[config.mk]
export PLATFORM = sky130hd
export DESIGN_NAME = rvx_regfile
export DESIGN_NICKNAME = d
export VERILOG_FILES = /design/src/rvx_regfile.sv
export SDC_FILE = /design/constraint.sdc
export NUM_CORES = 1
export LEC_CHECK = 0
export ABC_CLOCK_PERIOD_IN_PS = 3700
export BUFFER_PORTS_ARGS = -buffer_cell sky130_fd_sc_hd__buf_2
export CORE_UTILIZATION = 25
export CTS_BUF_LIST = sky130_fd_sc_hd__clkbuf_4 sky130_fd_sc_hd__clkbuf_8
export DETAILED_ROUTE_END_ITERATION = 12
export GPL_ROUTABILITY_DRIVEN = 0
export HOLD_SLACK_MARGIN = 0.05
export PLACE_DENSITY = 0.43
export SETUP_SLACK_MARGIN = 0.4
export SKIP_LAST_GASP = 1
export SYNTH_ARGS = -nofsm -noshare
export SYNTH_HDL_FRONTEND = slang
export SYNTH_SLANG_ARGS = --single-unit
[constraint.sdc]
create_clock -name i_clk -period 3.7 [get_ports i_clk]
set_input_delay 0.74 -clock i_clk [delete_from_list [all_inputs] [get_ports i_clk]]
set_output_delay 0.74 -clock i_clk [all_outputs]
set_load 0.02 [all_outputs]
[src/rvx_regfile.sv]
// 32 x 32 register file: synchronous two-port read, one write port.
// Valid bits make unwritten entries and x0 read as zero. No dependencies.
module rvx_regfile (
    input  logic        i_clk,
    input  logic        i_rst_n,
    input  logic        i_rd_en,
    input  logic [4:0]  i_ra,
    input  logic [4:0]  i_rb,
    input  logic        i_we,
    input  logic [4:0]  i_wa,
    input  logic [31:0] i_wd,
    output logic [31:0] o_a,
    output logic [31:0] o_b
);
    logic [31:0] r_mem [32];
    logic [31:0] r_vld;
    logic [31:0] r_da;
    logic [31:0] r_db;
    logic        r_va;
    logic        r_vb;

    always_ff @(posedge i_clk) begin
        if (i_we) begin
            r_mem[i_wa] <= i_wd;
        end
        if (i_rd_en) begin
            r_da <= r_mem[i_ra];
            r_db <= r_mem[i_rb];
        end
    end

    always_ff @(posedge i_clk) begin
        if (!i_rst_n) begin
            r_vld <= '0;
            r_va  <= 1'b0;
            r_vb  <= 1'b0;
        end else begin
            if (i_we) begin
                r_vld[i_wa] <= 1'b1;
            end
            if (i_rd_en) begin
                r_va <= r_vld[i_ra] && (i_ra != 5'd0);
                r_vb <= r_vld[i_rb] && (i_rb != 5'd0);
            end
        end
    end

    assign o_a = r_va ? r_da : 32'd0;
    assign o_b = r_vb ? r_db : 32'd0;
endmodule

==> impl_metrics.py <==
metrics = {
    "status": {
        "status": "completed",
    },
    "sta": {
        "period_minus_slack_ns": 2.93,
        "hold_viol": 0,
        "layout_setup_ws_ns": 0.772,
        "fmax_mhz": 341,
        "finalSetupTns_ns": 0,
        "relSlewSlack_pct": 37.4,
        "slew_viol_final": 0,
        "rsz0062_at_grt": "no",
        "skew_ns": 0.0404,
        "post-route-period-util_pct": 79.1,
        "worst_slew_pin_slew_ns": 0.938,
        "finalSetupViolCount": 0,
    },
    "synth": {
        "seq_area_frac_synth_pct": 65.4,
        "yosys.area.top_type": "edfxtp_1",
        "ys_warn_count": 0,
        "synthTopCellsByArea": "edfxtp_1, mux4_2, mux2i_1",
        "synth_ff_type": "edfxtp_1",
        "syn_inst": 2402,
        "synthDistinctLibCells": 34,
        "avgSynthCellArea_um2": 21.2,
        "synth_fp_nets": 2453,
        "synth_async_sr_flop_share_pct": 0,
        "synth-edff-count": 1088,
        "synth_seq_cells": 1121,
        "synth.cell_area_mm2": 0.0510,
        "yosys.area.top_type_share_pct": 64.1,
    },
    "power": {
        "p_leak_uw": 0.0190,
        "p_switching_uw": 6740,
        "p_seq_share_pct": 51.5,
        "p_int_uw": 21100,
        "p_per_area_mw_per_mm2": 465,
        "p_clk_share_pct": 39.9,
        "ir_drop_uv": 291,
        "combPwrFrac_pct": 8.6,
        "switching_share_pct": 24.2,
    },
    "drt": {
        "postRouteAntennaNets": 0,
        "firstDrtPassIters": 5,
        "vias_per_cell": 4.98,
        "drt-wirelength-per-cell_um": 31.9,
        "drt_first_iter_violations": 2251,
        "via_count": 27500,
        "routed_wl_um": 176000,
        "post-route-drc-count": 0,
    },
    "global_route": {
        "grt_pass1_wl_um": 244000,
        "grt_max_degree": 54,
        "grt.total_usage_pct": 17.1,
        "grt_pass1_vias": 29800,
        "grt_antenna_before_repair": 17,
        "gr-total-overflow": 0,
    },
    "placed_design": {
        "io_buffers": 114,
        "place_hpwl_um": 103000,
        "place_ws_ns": 0.530,
    },
    "floorplanning": {
        "die_h_um": 453,
        "rows": 165,
        "ioPinCount": 115,
        "initial_core_util_pct": 25.2,
        "die_w_um": 453,
        "die_area_mm2": 0.206,
        "core_area_mm2": 0.202,
    },
    "final_layout": {
        "num-nets-final": 2735,
        "layout_commonest_cell": "edfxtp_1",
        "multiInputGateArea_mm2": 0.0169,
        "syn_to_final_growth_pct": 17.6,
        "n_fill_cell": 19700,
        "layout_common_cells": "edfxtp_1, mux4_2, clkbuf_8",
        "ff_latch_area_mm2": 0.0333,
        "drive_above_1_share_pct": 42.2,
    },
    "clock_network": {
        "cts_resized": 2,
        "cts-root-buf": "clkbuf_8",
        "htreeDepth": 4,
        "cts.sinks": 1121,
        "clock_path_buffers": 3,
        "clk_latency_ns": 0.92,
        "clk_pin_slew_ns": 0.07,
        "cts_tree": "yes",
        "post_cts_buffers": 0,
        "cts_hold_buf": 0,
        "cts_buffers": 192,
    },
    "worst_setup_path": {
        "path_cells": "and2_1, buf_2",
        "max_stage_delay_ns": 0.65,
        "end_kind": "output pin",
        "critPathArrivalTime_ns": 2.19,
        "start_kind": "register",
        "worstSetupPathType": "register to output pin",
        "crit_path_top_delay_cell": "dfxtp_4",
        "path_max_fanout": 29,
        "worstPathRequired_ns": 2.96,
    },
    "hold_path": {
        "min_path_type": "input pin to register",
    },
    "flow_run": {
        "cap_violations": 0,
    },
}
## cell usage after synthesis, types with 5 or more instances
| cell type | count |
|---|---|
| a221oi_1 | 34 |
| o221ai_1 | 32 |
| buf_2 | 50 |
| o22ai_1 | 32 |
| buf_6 | 21 |
| nand3b_1 | 5 |
| nor2b_1 | 5 |
| buf_1 | 17 |
| mux2i_1 | 200 |
| nor2_1 | 37 |
| clkbuf_1 | 86 |
| mux4_2 | 524 |
| and2_1 | 64 |
| buf_4 | 12 |
| o22a_1 | 32 |
| dfxtp_1 | 33 |
| mux2_2 | 66 |
| edfxtp_1 | 1088 |
| o21a_1 | 31 |
## state kept, by name (all words and copies together) (netlist names)
name,flops
r_mem,1024
r_da,32
r_db,32
r_vld,31
r_va,1
r_vb,1
## worst max-delay path, delay by kind of cell, from the launching register on
family | cells | cell delay (ns)
buffers and inverters | 1 | 0.23
DFF | 1 | 0.65
and+or+nand+nor | 1 | 0.39
## worst paths after layout
path / startpoint / end / slack, ns / cells after the start
hold reg to reg: r_vld[3] / r_vld[3] / 0.48 / 1
setup / recovery: r_vb / o_b[1] / 0.77 / 2
hold / removal: i_wd[24] / r_mem[1][24] / 0.32 / 1
setup reg to reg: r_mem[30][13] / r_da[13] / 1.65 / 5
## metal layers
layer,share of wire (%),vias up,track usage [%]
li1,-,11100,-
met1,42,15300,21.7
met2,51,756,29.9
met3,3.8,248,2.65
met4,2.3,14,4.74
met5,0.049,-,0
## cell families (layout without fill, tap and decap cells)
| group | after synthesis | in the layout | synth area share (%) |
|---|---|---|---|
| AOI/OAI and AO/OA | 173 | 173 | 2.70 |
| and+or+nand+nor | 132 | 132 | 1.45 |
| buffers and inverters | 186 | 619 | 1.89 |
| DFF | 1121 | 1121 | 65.4 |
| other | 0 | 1 | 0 |
| muxes | 790 | 790 | 28.5 |
## stage by stage
stage | power (uW) | std cells | hold WS, ns | instance area (um^2) | utilization, %
global route | 28800 | 5508 | 0.265 | 59900 | 29.6
finish | 27800 | 5508 | 0.320 | 59900 | 29.6
detailed placement | 17000 | 5162 | 0.469 | 56200 | 27.8
global placement | 17000 | 5161 | 0.460 | 56200 | 27.8
CTS | 28200 | 5507 | 0.200 | 59900 | 29.6
floorplan | 15900 | 2402 | 0.451 | 51000 | -
## final cells by class
class	instances	area share (%)
Clock inverter	90	0.907
Clock buffer	255	5.30
Multi-Input combinational cell	1095	28.3
Timing Repair Buffer	274	4.30
Sequential cell	1121	55.7
Tap cell	2672	5.58
Antenna cell	1	0.00418
## power by group through the flow
stage          Sequential (uW)  Clock (uW)  Combinational, uW
2_1_floorplan            14500           0               1450
3_3_place_gp             14600           0               2410
3_5_place_dp             14600           0               2430
4_1_cts                  14400       11400               2440
5_1_grt                  14400       11900               2530
6_report                 14300       11100               2390
Power figures use the tool's default switching activity.
