<file path="src/rvx_pkg.sv">
// Shared types and constants for the RV32IM execute unit.
// No dependencies; the files that use it refer to it by scoped names.
package rvx_pkg;

    localparam logic [6:0] OPC_LOAD   = 7'h03;
    localparam logic [6:0] OPC_STORE  = 7'h23;
    localparam logic [6:0] OPC_OPIMM  = 7'h13;
    localparam logic [6:0] OPC_OP     = 7'h33;
    localparam logic [6:0] OPC_BRANCH = 7'h63;

    localparam logic [6:0] F7_BASE = 7'h00;
    localparam logic [6:0] F7_ALT  = 7'h20;
    localparam logic [6:0] F7_MD   = 7'h01;

    // APB register byte addresses
    localparam logic [2:0] REG_START_ADDRESS = 3'd0;

    // data memory byte request / response
    typedef struct packed {
        logic        valid;
        logic        we;
        logic [31:0] addr;
        logic [7:0]  wbyte;
    } t_mreq;

    typedef struct packed {
        logic       ready;
        logic       done;
        logic [7:0] rbyte;
    } t_mrsp;

    // multiply / divide request / response
    typedef struct packed {
        logic        start;
        logic [2:0]  f3;
        logic [31:0] a;
        logic [31:0] b;
    } t_mdreq;

    typedef struct packed {
        logic        done;
        logic [31:0] result;
    } t_mdrsp;

endpackage

</file>
<file path="src/rvx_muldiv.sv">
// M-extension unit: 32x32 magnitude multiply with sign fix-up, and a
// radix-2 restoring divider. Depends on rvx_pkg (t_mdreq, t_mdrsp).
module rvx_muldiv (
    input  logic           i_clk,
    input  logic           i_rst_n,
    input  rvx_pkg::t_mdreq i_req,
    output rvx_pkg::t_mdrsp o_rsp
);
    typedef enum logic [2:0] {S_IDLE, S_MUL, S_FIX, S_DIV, S_DEND} t_state;

    t_state      r_state;
    logic [2:0]  r_f3;
    logic [31:0] r_a;
    logic [31:0] r_ma;
    logic [31:0] r_mb;
    logic        r_neg;
    logic        r_rneg;
    logic [63:0] r_prod;
    logic [31:0] r_quo;
    logic [31:0] r_rem;
    logic [4:0]  r_step;
    logic        r_done;
    logic [31:0] r_res;
    logic [32:0] w_trial;
    logic [63:0] w_prod;
    logic        w_sa;
    logic        w_sb;

    assign w_trial = {r_rem, r_quo[31]};
    assign w_prod  = r_neg ? (64'd0 - r_prod) : r_prod;

    always_comb begin
        w_sa = 1'b0;
        w_sb = 1'b0;
        case (i_req.f3)
            3'd1, 3'd4, 3'd6: begin
                w_sa = i_req.a[31];
                w_sb = i_req.b[31];
            end
            3'd2: w_sa = i_req.a[31];
            default: ;
        endcase
    end

    always_ff @(posedge i_clk) begin
        if (!i_rst_n) begin
            r_state <= S_IDLE;
            r_done  <= 1'b0;
        end else begin
            r_done <= 1'b0;
            case (r_state)
                S_IDLE: begin
                    if (i_req.start) begin
                        r_f3   <= i_req.f3;
                        r_a    <= i_req.a;
                        r_ma   <= w_sa ? (32'd0 - i_req.a) : i_req.a;
                        r_mb   <= w_sb ? (32'd0 - i_req.b) : i_req.b;
                        r_neg  <= w_sa ^ w_sb;
                        r_rneg <= w_sa;
                        r_step <= '0;
                        r_rem  <= '0;
                        if (i_req.f3[2]) begin
                            r_quo   <= w_sa ? (32'd0 - i_req.a) : i_req.a;
                            r_state <= S_DIV;
                        end else begin
                            r_state <= S_MUL;
                        end
                    end
                end
                S_MUL: begin
                    r_prod  <= r_ma * r_mb;
                    r_state <= S_FIX;
                end
                S_FIX: begin
                    r_res   <= (r_f3 == 3'd0) ? w_prod[31:0] : w_prod[63:32];
                    r_done  <= 1'b1;
                    r_state <= S_IDLE;
                end
                S_DIV: begin
                    if (w_trial >= {1'b0, r_mb}) begin
                        r_rem <= 32'(w_trial - {1'b0, r_mb});
                        r_quo <= {r_quo[30:0], 1'b1};
                    end else begin
                        r_rem <= w_trial[31:0];
                        r_quo <= {r_quo[30:0], 1'b0};
                    end
                    r_step <= r_step + 5'd1;
                    if (r_step == 5'd31) begin
                        r_state <= S_DEND;
                    end
                end
                S_DEND: begin
                    if (r_mb == 32'd0) begin
                        r_res <= r_f3[1] ? r_a : 32'hFFFF_FFFF;
                    end else if (r_f3[1]) begin
                        r_res <= r_rneg ? (32'd0 - r_rem) : r_rem;
                    end else begin
                        r_res <= r_neg ? (32'd0 - r_quo) : r_quo;
                    end
                    r_done  <= 1'b1;
                    r_state <= S_IDLE;
                end
                default: r_state <= S_IDLE;
            endcase
        end
    end

    assign o_rsp.done   = r_done;
    assign o_rsp.result = r_res;
endmodule

</file>
<file path="config.mk">
export PLATFORM = sky130hd
export DESIGN_NAME = rvx_muldiv
export DESIGN_NICKNAME = d
export VERILOG_FILES = /design/src/rvx_pkg.sv /design/src/rvx_muldiv.sv
export SDC_FILE = /design/constraint.sdc
export NUM_CORES = 2
export LEC_CHECK = 0
export ABC_AREA = 1
export BUFFER_PORTS_ARGS = -buffer_cell sky130_fd_sc_hd__buf_2
export CAP_MARGIN = 10
export CORE_UTILIZATION = 43
export DETAILED_ROUTE_END_ITERATION = 8
export GPL_ROUTABILITY_DRIVEN = 0
export PLACE_DENSITY = 0.68
export SLEW_MARGIN = 20
export SYNTH_ARGS = -nofsm -noshare
export SYNTH_HDL_FRONTEND = slang
export SYNTH_SLANG_ARGS = --single-unit
</file>
<file path="constraint.sdc">
create_clock -name i_clk -period 20.7 [get_ports i_clk]
set_input_delay 4.14 -clock i_clk [delete_from_list [all_inputs] [get_ports i_clk]]
set_output_delay 4.14 -clock i_clk [all_outputs]
set_load 0.02 [all_outputs]
</file>
==> flow_summary.yaml <==
status:
  run_status: "completed"
cts:
  clk_pin_slew_worst_paths_ns: 0.07
  h-tree-depth: 2
  clock-sinks: 269
  ctsHoldBuffers: 0
  insertion_delay_ns: 0.59
  clk_path_buf_depth: 3
  cts_buffers: 34
  cts_setup_buffers: 0
  cts_root_buf: "clkbuf_16"
  cts_resized: 0
  cts_tree: "done"
setup_path:
  cp_max_fo: 22
  cp_slowest_stage_delay_ns: 0.60
  crit_required_ns: 21.04
  end_kind: "register"
  cp.arrival_ns: 7.78
  worst_setup_path_start_kind: "register"
  slowest_stage: "edfxtp_1"
  worstSetupPathType: "reg -> reg"
global_routing:
  grtUsageTotal: 0.2729
  grt.busiest_layer: "met2"
  met1_usage: 0.3552
  overflow: 0
  gr-usage-met3: 0.04251
  use_met2: 0.4474
  grt_pass1_wl_um: 267800
  antenna_found_initial: 4
  first_global_vias: 48120
  grt_max_degree: 104
placed_design:
  dp.final_hpwl_um: 130800
  port_buffers: 102
timing:
  period_share: 0.3596
  fmax_mhz: 134.4
  finalCriticalPeriod_ns: 7.443
  finalSetupViolCount: 0
  fin_setup_tns_ns: 0
  hold_viol: 0
  slew_viol_final: 0
  worst_pin_slew_ns: 1.057
  rsz0062_at_grt: "false"
  relSlewSlack: 0.2954
  fin_worst_skew_ns: 0.03128
logic_synthesis:
  yosys.area.top_type: "fa_1"
  synth-main-ff-cell: "edfxtp_1"
  syn-cell-area_um2: 53760
  synth-seq-cells: 269
  yosysTopAreaCellShare: 0.3341
  synth-edff-count: 265
  synth.distinct_cells: 46
  syn_avg_cell_area_um2: 7.393
  syn-num-nets: 8540
  yosysWarningCount: 0
  netlist_instances: 7271
  ys_seq_area_frac: 0.1495
  async_flop_share: 0
  synth.area.top_cells: "fa_1, edfxtp_1, nand2_1"
floorplanning:
  start_util: 0.4342
  fp.dieW_um: 355.6
  die_area_um2: 126400
  coreArea_um2: 123800
  die_h_um: 355.6
  rows: 129
  io_pins: 103
layout:
  final_util: 0.4610
  fillers: 12210
  final_common_cell: "nand2_1"
  nets: 8475
  final_cell_mix: "nand2_1, inv_1, fa_1, nor2_1, ha_1"
  final_layout_size_suffix_gt1_frac: 0.03913
  area_growth_pct: 6.163
hold_path:
  hold_path_class: "reg -> reg"
job:
  drv_cap: 0
route:
  antenna_left: 0
  drt_pre_antenna_iters: 7
  drc: 0
  wire_per_inst_um: 19.08
  first_iter_violations: 5107
  vias: 46910
  drt_wl_total_um: 169200
  vias_per_cell: 5.288
final timing paths:
path	startpoint	endpoint	slack, ns	cells past startpoint
setup / recovery	r_mb[17]	r_prod[61]	13.26	27
hold reg to reg	r_step[0]	r_step[0]	0.60	1
hold / removal	r_step[0]	r_step[0]	0.60	1
setup reg to reg	r_mb[17]	r_prod[61]	13.26	27
cell usage after synthesis (2+ instances only):
library cell,instances
o21ai_1,13
clkbuf_1,245
buf_6,4
nor3b_1,2
buf_1,19
and2_1,2
fa_1,897
nand3b_1,15
nand4_1,74
nand3_1,297
inv_2,5
a31oi_1,4
nand2_1,2062
nor3_1,37
nor2_1,470
clkinv_1,3
edfxtp_1,265
buf_2,16
nor4_1,5
inv_1,1923
nor2_2,9
nand2_2,8
a21oi_1,201
o21a_1,8
ha_1,302
o211ai_1,17
o22ai_1,2
xnor2_1,23
a21oi_2,3
xor2_1,97
dfxtp_1,4
o21ai_0,191
o21bai_1,13
nor3_2,4
a21boi_0,6
or2_2,8
a21o_1,8
logic make-up (layout without fill, tap and decap cells):
logic type	after synthesis	after routing	synth area share
AO/OA/AOI/OAI	470	470	0.04676
XOR/XNOR	120	120	0.01955
adder cells (fa/ha/maj)	1199	1199	0.4043
buffers and inverters	2217	2178	0.1560
flip-flops	269	269	0.1495
other	0	1	0
AND/OR/NAND/NOR	2996	2996	0.2238
layout make-up:
class	instances	area (um2)	area share
clock buffers	38	865.8	0.01517
repair buffers	185	1154	0.02021
diodes	1	2.502	0.00004385
flip-flops and latches	269	8038	0.1408
well taps	1637	2048	0.03589
clock inverters	24	324.1	0.005678
multi-input cells	4785	37390	0.6551
inverters	1931	7248	0.1270
critical path: cells and delay by family, from the launching register on:
kind                       cells  cell delay, ns
buffers and inverters          9            0.80
DFF                            1            0.60
and+or+nand+nor                7            0.97
AOI/OAI and AO/OA              2            0.49
adders and majority gates      9            4.32
registers in the layout (all words and copies together), names as in the netlist:
register	flops
r_done	1
r_neg	1
r_rem	32
r_a	32
r_prod	64
r_state	3
r_mb	32
r_step	5
r_rneg	1
r_f3	3
r_res	32
r_ma	31
r_quo	32
per-stage QoR:
stage	hold slack [ns]	setup slack (ns)	cells	area, um2
floorplan	0.5321	9.663	7271	53760
global placement	0.5821	13.51	8806	55850
detailed placement	0.5899	13.38	8807	55880
CTS	0.5988	13.34	8869	57070
global route	0.6236	12.97	8869	57070
finish	0.6029	13.26	8870	57070
routing by layer:
layer  vias to the layer above  part of all wire
met3                       532             0.098
li1                      21170                 -
met1                     22860              0.39
met5                         -           0.00016
met4                         4             0.051
met2                      2341              0.46
Power is not shown: default switching activity piles up to over one toggle a cycle in this logic, so the estimate is an artifact.
